## config.mk

```make
export PLATFORM = sky130hd
export DESIGN_NAME = length_prefix_deframer_core
export DESIGN_NICKNAME = d
export VERILOG_FILES = /design/src/design/lpd_pkg.sv /design/src/design/lpd_front.sv /design/src/design/lpd_queue.sv /design/src/design/lpd_back.sv /design/src/design/length_prefix_deframer_core.sv
export SDC_FILE = /design/constraint.sdc
export NUM_CORES = 1
export LEC_CHECK = 0
export ABC_AREA = 0
export BUFFER_PORTS_ARGS = -buffer_cell sky130_fd_sc_hd__buf_2
export CORE_MARGIN = 10
export CORE_UTILIZATION = 55
export DETAILED_ROUTE_END_ITERATION = 8
export PLACE_DENSITY_LB_ADDON = 0.25
export SETUP_SLACK_MARGIN = 0.4
export SYNTH_ARGS = -nofsm -noshare
export SYNTH_HDL_FRONTEND = slang
export SYNTH_HIERARCHICAL = 1
export SYNTH_SLANG_ARGS = --single-unit
```

## constraint.sdc

```tcl
create_clock -name clk_i -period 6.1 [get_ports clk_i]
set_clock_uncertainty 0.05 [all_clocks]
set_input_delay 1.22 -clock clk_i [delete_from_list [all_inputs] [get_ports clk_i]]
set_output_delay 1.22 -clock clk_i [all_outputs]
set_load 0.02 [all_outputs]
```

## src/design/lpd_pkg.sv

```systemverilog
// ----------------------------------------------------------------------------
// lpd_pkg
// Shared types and constants for the length-prefix deframer.
// ----------------------------------------------------------------------------
`default_nettype none

package lpd_pkg;

  localparam int unsigned PrefixBytesDef = 4;
  localparam int unsigned CntW           = 2;
  localparam int unsigned ShiftW         = 24;
  localparam int unsigned LenW           = 32;
  localparam int unsigned ByteW          = 8;
  localparam int unsigned StatusW        = 2;

  localparam logic [LenW-1:0] MaxLenReset = 32'd65536;

  localparam logic ACT_DATA    = 1'b0;
  localparam logic ACT_RESTART = 1'b1;

  localparam logic [StatusW-1:0] STATUS_PAYLOAD  = 2'd0;
  localparam logic [StatusW-1:0] STATUS_ERR_ZERO = 2'd1;
  localparam logic [StatusW-1:0] STATUS_ERR_LONG = 2'd2;

  typedef enum logic [1:0] {
    KIND_PAYLOAD,
    KIND_ERR_ZERO,
    KIND_ERR_LONG
  } kind_e;

  typedef struct packed {
    kind_e              kind;
    logic [ByteW-1:0]   data;
    logic               last;
  } item_t;

endpackage

`default_nettype wire

```

## src/design/lpd_front.sv

```systemverilog
// ----------------------------------------------------------------------------
// lpd_front
// Byte parser: gathers the length prefix, tracks payload and error state,
// classifies every byte and pushes result items into the queue.
// ----------------------------------------------------------------------------
`default_nettype none

module lpd_front
  import lpd_pkg::*;
#(
  parameter int unsigned PREFIX_BYTES = PrefixBytesDef
) (
  input  wire logic             clk_i,
  input  wire logic             rst_ni,
  input  wire logic             in_valid_i,
  output logic                  in_ready_o,
  input  wire logic             in_action_i,
  input  wire logic [ByteW-1:0] in_byte_i,
  input  wire logic             cfg_valid_i,
  input  wire logic [LenW-1:0]  cfg_data_i,
  output logic                  push_o,
  output item_t                 push_item_o,
  input  wire logic             full_i
);

  localparam logic [CntW-1:0] CntLast = CntW'(PREFIX_BYTES - 1);

  logic [LenW-1:0]   max_len_q, max_len_d;
  logic [ShiftW-1:0] shift_q, shift_d;
  logic [CntW-1:0]   cnt_q, cnt_d;
  logic              in_pay_q, in_pay_d;
  logic [LenW-1:0]   rem_q, rem_d;
  logic              drop_q, drop_d;
  logic              acc;
  logic [LenW-1:0]   len;

  assign in_ready_o = ~full_i;
  assign acc        = in_valid_i & in_ready_o;
  assign len        = {shift_q, in_byte_i};
  assign max_len_d  = cfg_valid_i ? cfg_data_i : max_len_q;

  always_comb begin
    shift_d     = shift_q;
    cnt_d       = cnt_q;
    in_pay_d    = in_pay_q;
    rem_d       = rem_q;
    drop_d      = drop_q;
    push_o      = 1'b0;
    push_item_o = '{kind: KIND_PAYLOAD, data: '0, last: 1'b0};
    if (acc) begin
      if (in_action_i == ACT_RESTART) begin
        shift_d  = '0;
        cnt_d    = '0;
        in_pay_d = 1'b0;
        rem_d    = '0;
        drop_d   = 1'b0;
      end else if (!drop_q) begin
        if (in_pay_q) begin
          push_o           = 1'b1;
          push_item_o.data = in_byte_i;
          push_item_o.last = (rem_q <= LenW'(1));
          if (rem_q <= LenW'(1)) begin
            rem_d    = '0;
            in_pay_d = 1'b0;
          end else begin
            rem_d = rem_q - LenW'(1);
          end
        end else if (cnt_q != CntLast) begin
          shift_d = {shift_q[ShiftW-ByteW-1:0], in_byte_i};
          cnt_d   = cnt_q + CntW'(1);
        end else begin
          shift_d = '0;
          cnt_d   = '0;
          if (len == '0) begin
            push_o           = 1'b1;
            push_item_o.kind = KIND_ERR_ZERO;
            drop_d           = 1'b1;
          end else if (len > max_len_q) begin
            push_o           = 1'b1;
            push_item_o.kind = KIND_ERR_LONG;
            drop_d           = 1'b1;
          end else begin
            rem_d    = len;
            in_pay_d = 1'b1;
          end
        end
      end
    end
  end

  always_ff @(posedge clk_i or negedge rst_ni) begin
    if (!rst_ni) begin
      max_len_q <= MaxLenReset;
      shift_q   <= '0;
      cnt_q     <= '0;
      in_pay_q  <= 1'b0;
      rem_q     <= '0;
      drop_q    <= 1'b0;
    end else begin
      max_len_q <= max_len_d;
      shift_q   <= shift_d;
      cnt_q     <= cnt_d;
      in_pay_q  <= in_pay_d;
      rem_q     <= rem_d;
      drop_q    <= drop_d;
    end
  end

endmodule

`default_nettype wire

```

## src/design/lpd_queue.sv

```systemverilog
// ----------------------------------------------------------------------------
// lpd_queue
// Two-entry queue of classified items between parser and output stage.
// ----------------------------------------------------------------------------
`default_nettype none

module lpd_queue
  import lpd_pkg::*;
(
  input  wire logic  clk_i,
  input  wire logic  rst_ni,
  input  wire logic  push_i,
  input  item_t      push_item_i,
  output logic       full_o,
  input  wire logic  pop_i,
  output logic       valid_o,
  output item_t      head_o
);

  item_t      mem_q [2];
  logic       wr_ptr_q, wr_ptr_d;
  logic       rd_ptr_q, rd_ptr_d;
  logic [1:0] cnt_q, cnt_d;
  logic       do_push, do_pop;

  assign full_o   = (cnt_q == 2'd2);
  assign valid_o  = (cnt_q != 2'd0);
  assign head_o   = mem_q[rd_ptr_q];
  assign do_push  = push_i & ~full_o;
  assign do_pop   = pop_i & valid_o;
  assign wr_ptr_d = wr_ptr_q ^ do_push;
  assign rd_ptr_d = rd_ptr_q ^ do_pop;

  always_comb begin
    cnt_d = cnt_q;
    if (do_push && !do_pop) begin
      cnt_d = cnt_q + 2'd1;
    end else if (!do_push && do_pop) begin
      cnt_d = cnt_q - 2'd1;
    end
  end

  always_ff @(posedge clk_i) begin
    if (do_push) begin
      mem_q[wr_ptr_q] <= push_item_i;
    end
  end

  always_ff @(posedge clk_i or negedge rst_ni) begin
    if (!rst_ni) begin
      wr_ptr_q <= 1'b0;
      rd_ptr_q <= 1'b0;
      cnt_q    <= '0;
    end else begin
      wr_ptr_q <= wr_ptr_d;
      rd_ptr_q <= rd_ptr_d;
      cnt_q    <= cnt_d;
    end
  end

endmodule

`default_nettype wire

```

## src/design/lpd_back.sv

```systemverilog
// ----------------------------------------------------------------------------
// lpd_back
// Output stage: formats queued items into status, byte and last flag and
// holds them in a register until the receiver takes the transfer.
// ----------------------------------------------------------------------------
`default_nettype none

module lpd_back
  import lpd_pkg::*;
(
  input  wire logic               clk_i,
  input  wire logic               rst_ni,
  input  wire logic               q_valid_i,
  input  item_t                   q_head_i,
  output logic                    q_pop_o,
  output logic                    out_valid_o,
  input  wire logic               out_ready_i,
  output logic [StatusW-1:0]      out_status_o,
  output logic [ByteW-1:0]        out_byte_o,
  output logic                    out_last_o
);

  logic               valid_q, valid_d;
  logic [StatusW-1:0] status_q, status_d;
  logic [ByteW-1:0]   byte_q, byte_d;
  logic               last_q, last_d;

  assign q_pop_o = q_valid_i & (~valid_q | out_ready_i);
  assign valid_d = q_pop_o | (valid_q & ~out_ready_i);

  always_comb begin
    status_d = status_q;
    byte_d   = byte_q;
    last_d   = last_q;
    if (q_pop_o) begin
      case (q_head_i.kind)
        KIND_PAYLOAD: begin
          status_d = STATUS_PAYLOAD;
          byte_d   = q_head_i.data;
          last_d   = q_head_i.last;
        end
        KIND_ERR_ZERO: begin
          status_d = STATUS_ERR_ZERO;
          byte_d   = '0;
          last_d   = 1'b0;
        end
        KIND_ERR_LONG: begin
          status_d = STATUS_ERR_LONG;
          byte_d   = '0;
          last_d   = 1'b0;
        end
        default: begin
          status_d = STATUS_ERR_LONG;
          byte_d   = '0;
          last_d   = 1'b0;
        end
      endcase
    end
  end

  always_ff @(posedge clk_i) begin
    status_q <= status_d;
    byte_q   <= byte_d;
    last_q   <= last_d;
  end

  always_ff @(posedge clk_i or negedge rst_ni) begin
    if (!rst_ni) begin
      valid_q <= 1'b0;
    end else begin
      valid_q <= valid_d;
    end
  end

  assign out_valid_o  = valid_q;
  assign out_status_o = status_q;
  assign out_byte_o   = byte_q;
  assign out_last_o   = last_q;

endmodule

`default_nettype wire

```

## src/design/length_prefix_deframer_core.sv

```systemverilog
// ----------------------------------------------------------------------------
// length_prefix_deframer_core
// Splits a byte stream into frames announced by a 4-byte big-endian length.
//
// Input stream: one transfer per byte, tuser[0] = 1 restarts the connection
// (all parser state and any error cleared, byte ignored, no output).
// Output stream: tuser = status (0 payload, 1 zero length, 2 length too
// large), tdata = payload byte (zero on errors), tlast on the final byte.
// After an error every byte is dropped until a restart.
// cfg writes max_length, always ready; user writes only when idle (unchecked).
// Throughput: one byte per cycle sustained while tready stays high; the
// parser registers update once per byte, the output register every cycle.
// Result path: the parser writes an item into the queue when its byte is
// taken, and the queue moves it into the output register once that
// register is free or being taken by the receiver.
// Receiver stall: results wait in the output register and a two-entry
// queue; the input drops tready only when the queue is full.
// Reset: parser idle expecting a prefix, queue empty, max_length = 65536.
// ----------------------------------------------------------------------------
`default_nettype none

module length_prefix_deframer_core
  import lpd_pkg::*;
#(
  parameter int unsigned PREFIX_BYTES = PrefixBytesDef
) (
  input  wire logic               clk_i,
  input  wire logic               rst_ni,
  input  wire logic               s_axis_tvalid_i,
  output logic                    s_axis_tready_o,
  input  wire logic [ByteW-1:0]   s_axis_tdata_i,   // [7:0] data_byte
  input  wire logic               s_axis_tuser_i,   // [0] action
  output logic                    m_axis_tvalid_o,
  input  wire logic               m_axis_tready_i,
  output logic [ByteW-1:0]        m_axis_tdata_o,   // [7:0] out_byte
  output logic [StatusW-1:0]      m_axis_tuser_o,   // [1:0] status
  output logic                    m_axis_tlast_o,
  input  wire logic               cfg_valid_i,
  output logic                    cfg_ready_o,
  input  wire logic [LenW-1:0]    cfg_data_i        // [31:0] max_length
);

  logic  push, full, pop, q_valid;
  item_t push_item, head;

  assign cfg_ready_o = 1'b1;

  lpd_front #(
    .PREFIX_BYTES(PREFIX_BYTES)
  ) u_front (
    .clk_i       (clk_i),
    .rst_ni      (rst_ni),
    .in_valid_i  (s_axis_tvalid_i),
    .in_ready_o  (s_axis_tready_o),
    .in_action_i (s_axis_tuser_i),
    .in_byte_i   (s_axis_tdata_i),
    .cfg_valid_i (cfg_valid_i),
    .cfg_data_i  (cfg_data_i),
    .push_o      (push),
    .push_item_o (push_item),
    .full_i      (full)
  );

  lpd_queue u_queue (
    .clk_i       (clk_i),
    .rst_ni      (rst_ni),
    .push_i      (push),
    .push_item_i (push_item),
    .full_o      (full),
    .pop_i       (pop),
    .valid_o     (q_valid),
    .head_o      (head)
  );

  lpd_back u_back (
    .clk_i        (clk_i),
    .rst_ni       (rst_ni),
    .q_valid_i    (q_valid),
    .q_head_i     (head),
    .q_pop_o      (pop),
    .out_valid_o  (m_axis_tvalid_o),
    .out_ready_i  (m_axis_tready_i),
    .out_status_o (m_axis_tuser_o),
    .out_byte_o   (m_axis_tdata_o),
    .out_last_o   (m_axis_tlast_o)
  );

endmodule

`default_nettype wire
```

==> summary.md <==
| Metric | Value |
|---|---|
| Status | `completed` |
| Nature of the critical path endpoint | `flip-flop` |
| Path type of the worst setup path | `in -> reg` |
| Pre-Repair DR Iteration Count | `5` |
| Cell area reported after detailed placement | `7250 sq um` |
| Core region area | `12100 sq um` |
| Internal Pwr Total | `2.12 mW` |
| P_sw | `1.47 mW` |
| Worst-margin pin slew | `1160 ps` |
| Commonest non-fill, non-tap cell in the layout | `sky130_fd_sc_hd__dfrtp_1` |
| Final setup viols | `0` |
| Power share of the combinational group | `35.6%` |
| Max FO, Critical Path | `29` |
| Commonest cells after routing, fill and taps aside | `96 x sky130_fd_sc_hd__dfrtp_1, 76 x sky130_fd_sc_hd__nand2_1, 57 x sky130_fd_sc_hd__buf_2, 49 x sky130_fd_sc_hd__inv_1, 41 x sky130_fd_sc_hd__o21ai_0` |
| Switching Fraction | `41.0%` |
| Kind of start point of the critical path | `input pin` |
| Clock transition at path regs | `60 ps` |
| Final period utilization | `65.0%` |
| Cell Area, Synth | `6850 sq um` |
| Buffer depth of the longest clock path | `2` |
| Fin area | `7780 sq um` |
| Overall via count from detail_route | `5644` |
| Data arrival, critical path | `4230 ps` |
| Hold Fails Final Rpt | `0` |
| Top-level I/O count | `60` |
| Critical path required time | `6360 ps` |
| Largest voltage drop on the vdd net | `0.201 mV` |
| Final TNS setup | `0 ps` |
| ANT nets after route | `0` |
| Min Clock Period, post-route | `3970 ps` |
| Height of the die | `132 microns` |
| Initial antenna violation count | `0` |
| Wire per inst | `20.2 microns` |
| Number of clock sinks seen by CTS | `130` |
| Critical-path cell with the highest stage delay | `sky130_fd_sc_hd__nand2_1` |
| Setup repair after global routing missed its margin | `no` |
| Number of synthesized register bits | `130` |
| Min-delay worst type | `reg -> reg` |
| Synth Area per Inst | `10.3 sq um` |
| I/O Buffers | `58` |
| Post-CTS setup-driven buffer insertion count | `0` |
| Count of unique library cells instantiated by Yosys | `68` |
| Initial drt markers | `601` |
| CTS HTree Levels | `4` |
| Root buffer cell | `sky130_fd_sc_hd__clkbuf_16` |
| Yosys top cell by area | `sky130_fd_sc_hd__dfrtp_1` |
| Number of vias per cell | `6.29` |
| Overflow after GRT | `0` |
| Net count, final | `800` |
| Number of gates resized after cts | `0` |
| Number of maximum-capacitance violations | `0` |
| Synth warnings | `6` |
| Relative slew margins | `22.2%` |
| # hold bufs at CTS | `0` |
| Initial core utilization | `56.5%` |
| Net count after synthesis | `750` |
| Clock network fraction of total power | `25.8%` |
| Synthesized instance count | `666` |
| Global-route wire length before repair | `29500 microns` |
| Full die area | `17300 sq um` |
| Number of remaining DRC errors | `0` |
| Final std cells w/o fill | `897` |
| Area fraction of the dominant cell type after synthesis | `35.1%` |
| Layout cells sized above 1 | `17.6%` |
| Source-to-sink clock delay at the later pin of the worst-skew pair | `430 ps` |
| Clock tree from TritonCTS | `done` |
| Detailed placer's ending HPWL | `12600 microns` |
| Std cell rows | `40` |
| Sequential power share | `38.6%` |
| Count of pins over their slew limit | `0` |
| Global-route total usage across every layer | `21.0%` |
| Vias in the first global route | `5634` |
| Largest net degree at the start of global routing | `77` |
| Cell types with the largest area share after synthesis | `sky130_fd_sc_hd__dfrtp_1 35%, sky130_fd_sc_hd__edfxtp_1 14%, sky130_fd_sc_hd__ha_1 6.9%, sky130_fd_sc_hd__nand2_1 4.2%, sky130_fd_sc_hd__a22o_1 3.2%` |
| Utilization of the core after routing | `64.2%` |
| Total clock buffers created by CTS | `17` |
| Share of synthesized flip-flops with an asynchronous set or reset | `74.6%` |
| Fillers | `973` |
| Area Growth Syn to Fin | `13.7%` |
| Cell-by-cell listing of the critical path | `buf_2, ha_1, nand4_1, nor4_1, a22oi_1, o41ai_2, buf_4, nand2_1, a221o_1` |
| Worst stage delay on the critical path | `670 ps` |
| # placed instances | `865` |
| Final WL | `18100 microns` |
| Leakage power | `3.39 nW` |
| Number of flops mapped to enable cells by yosys | `33` |
| Antenna cell count | `0` |
| Sequential share of the synthesized area | `50.0%` |
| Main synth FF type | `sky130_fd_sc_hd__dfrtp_1` |
| Peak Freq | `252 MHz` |
| Final RePlAce weighted congestion | `0.926` |
| Power density relative to cell area | `461 nW/um^2` |
| DIE WIDTH | `132 microns` |
==> cell families (layout without fill, tap and decap cells) <==
| kind of cell | count (synthesis) | count (layout) | share of synthesized area, % |
|---|---|---|---|
| other | 1 | 1 | 0.0548 |
| multiplexers | 13 | 13 | 2.14 |
| adder cells (fa/ha/maj) | 38 | 38 | 6.95 |
| AO/OA/AOI/OAI | 176 | 176 | 18.7 |
| buffers and inverters | 82 | 145 | 4.88 |
| flip-flops | 130 | 130 | 50.0 |
| AND/OR/NAND/NOR | 222 | 222 | 16.8 |
| XOR/XNOR | 4 | 4 | 0.512 |
==> cells in the mapped netlist (all sizes together) (3+ instances only) <==
master / instances
a21oi: 21
a22o: 25
a22oi: 16
a32oi: 12
and2: 21
and3: 3
buf: 10
clkbuf: 23
dfrtp: 96
edfxtp: 33
ha: 38
inv: 49
mux2: 13
nand2: 79
nand2b: 5
nand3: 19
nand4: 10
nor2: 35
nor2b: 3
nor3: 18
nor4: 17
o211ai: 12
o21ai: 42
o221ai: 13
o2bb2ai: 14
o311ai: 5
==> worst max-delay path, delay by kind of cell <==
family / cells / cell delay [ps]
simple gates: 3 / 1140
compound gates: 3 / 1080
buf+inv: 2 / 440
fa+ha+maj: 1 / 330
==> path summary, 6_finish.rpt <==
check | startpoint | to | slack, ps | cells past startpoint
max | s_axis_tdata_i[7] | u_front/rem_q[1] | 2130 | 9
min | u_queue/cnt_q[1] | u_queue/cnt_q[1] | 450 | 1
max reg2reg | u_front/shift_q[9] | u_front/rem_q[1] | 2350 | 9
min reg2reg | u_queue/cnt_q[1] | u_queue/cnt_q[1] | 450 | 1
max in group asynchronous | rst_ni | u_front/shift_q[22] | 4100 | 2
min in group asynchronous | rst_ni | u_front/max_len_q[30] | 620 | 1
==> power by group through the flow <==
stage	Combinational, mW	Clock, mW	Sequential, mW
global route	1.41	0.980	1.41
floorplan	0.924	0	1.32
finish	1.28	0.926	1.39
detailed placement	1.25	0	1.39
global placement	1.21	0	1.38
CTS	1.26	0.938	1.37
==> flip-flops by register name, summed over array words and instances, names as in the netlist, 2 cells and up <==
| signal | flops |
|---|---|
| u_front/shift_q | 24 |
| u_front/max_len_q | 32 |
| u_front/cnt_q | 2 |
| u_front/rem_q | 32 |
| u_back/out_byte_o | 8 |
| u_back/out_status_o | 2 |
| u_queue/cnt_q | 2 |
| u_queue/mem_q | 22 |
==> stage by stage <==
stage | total power [mW] | hold WS, ps | worst slack [ps]
floorplan | 2.24 | 408 | 2420
global placement | 2.58 | 425 | 1850
detailed placement | 2.63 | 446 | 1740
CTS | 3.58 | 454 | 2190
global route | 3.80 | 484 | 1850
finish | 3.59 | 448 | 2130
==> per-layer routing <==
layer / GRT usage, % / share of wire (%) / wire [microns] / vias up
li1: - / - / - / 2574
met1: 26.6 / 42 / 7610 / 2694
met2: 33.0 / 46 / 8260 / 315
met3: 5.60 / 9.1 / 1650 / 61
met4: 9.58 / 3.3 / 601 / 0
met5: 0 / 0 / 0 / -
==> cell type report <==
cell class | instances | area, sq um | share of cell area (%)
Timing Repair Buffer | 64 | 338 | 4.34
Clock buffer | 18 | 429 | 5.52
Tap cell | 168 | 210 | 2.70
Sequential cell | 130 | 3420 | 43.9
Clock inverter | 14 | 106 | 1.37
Inverter | 49 | 184 | 2.36
Multi-Input combinational cell | 454 | 3090 | 39.8
Note: power is estimated with default switching activity, not from simulation.
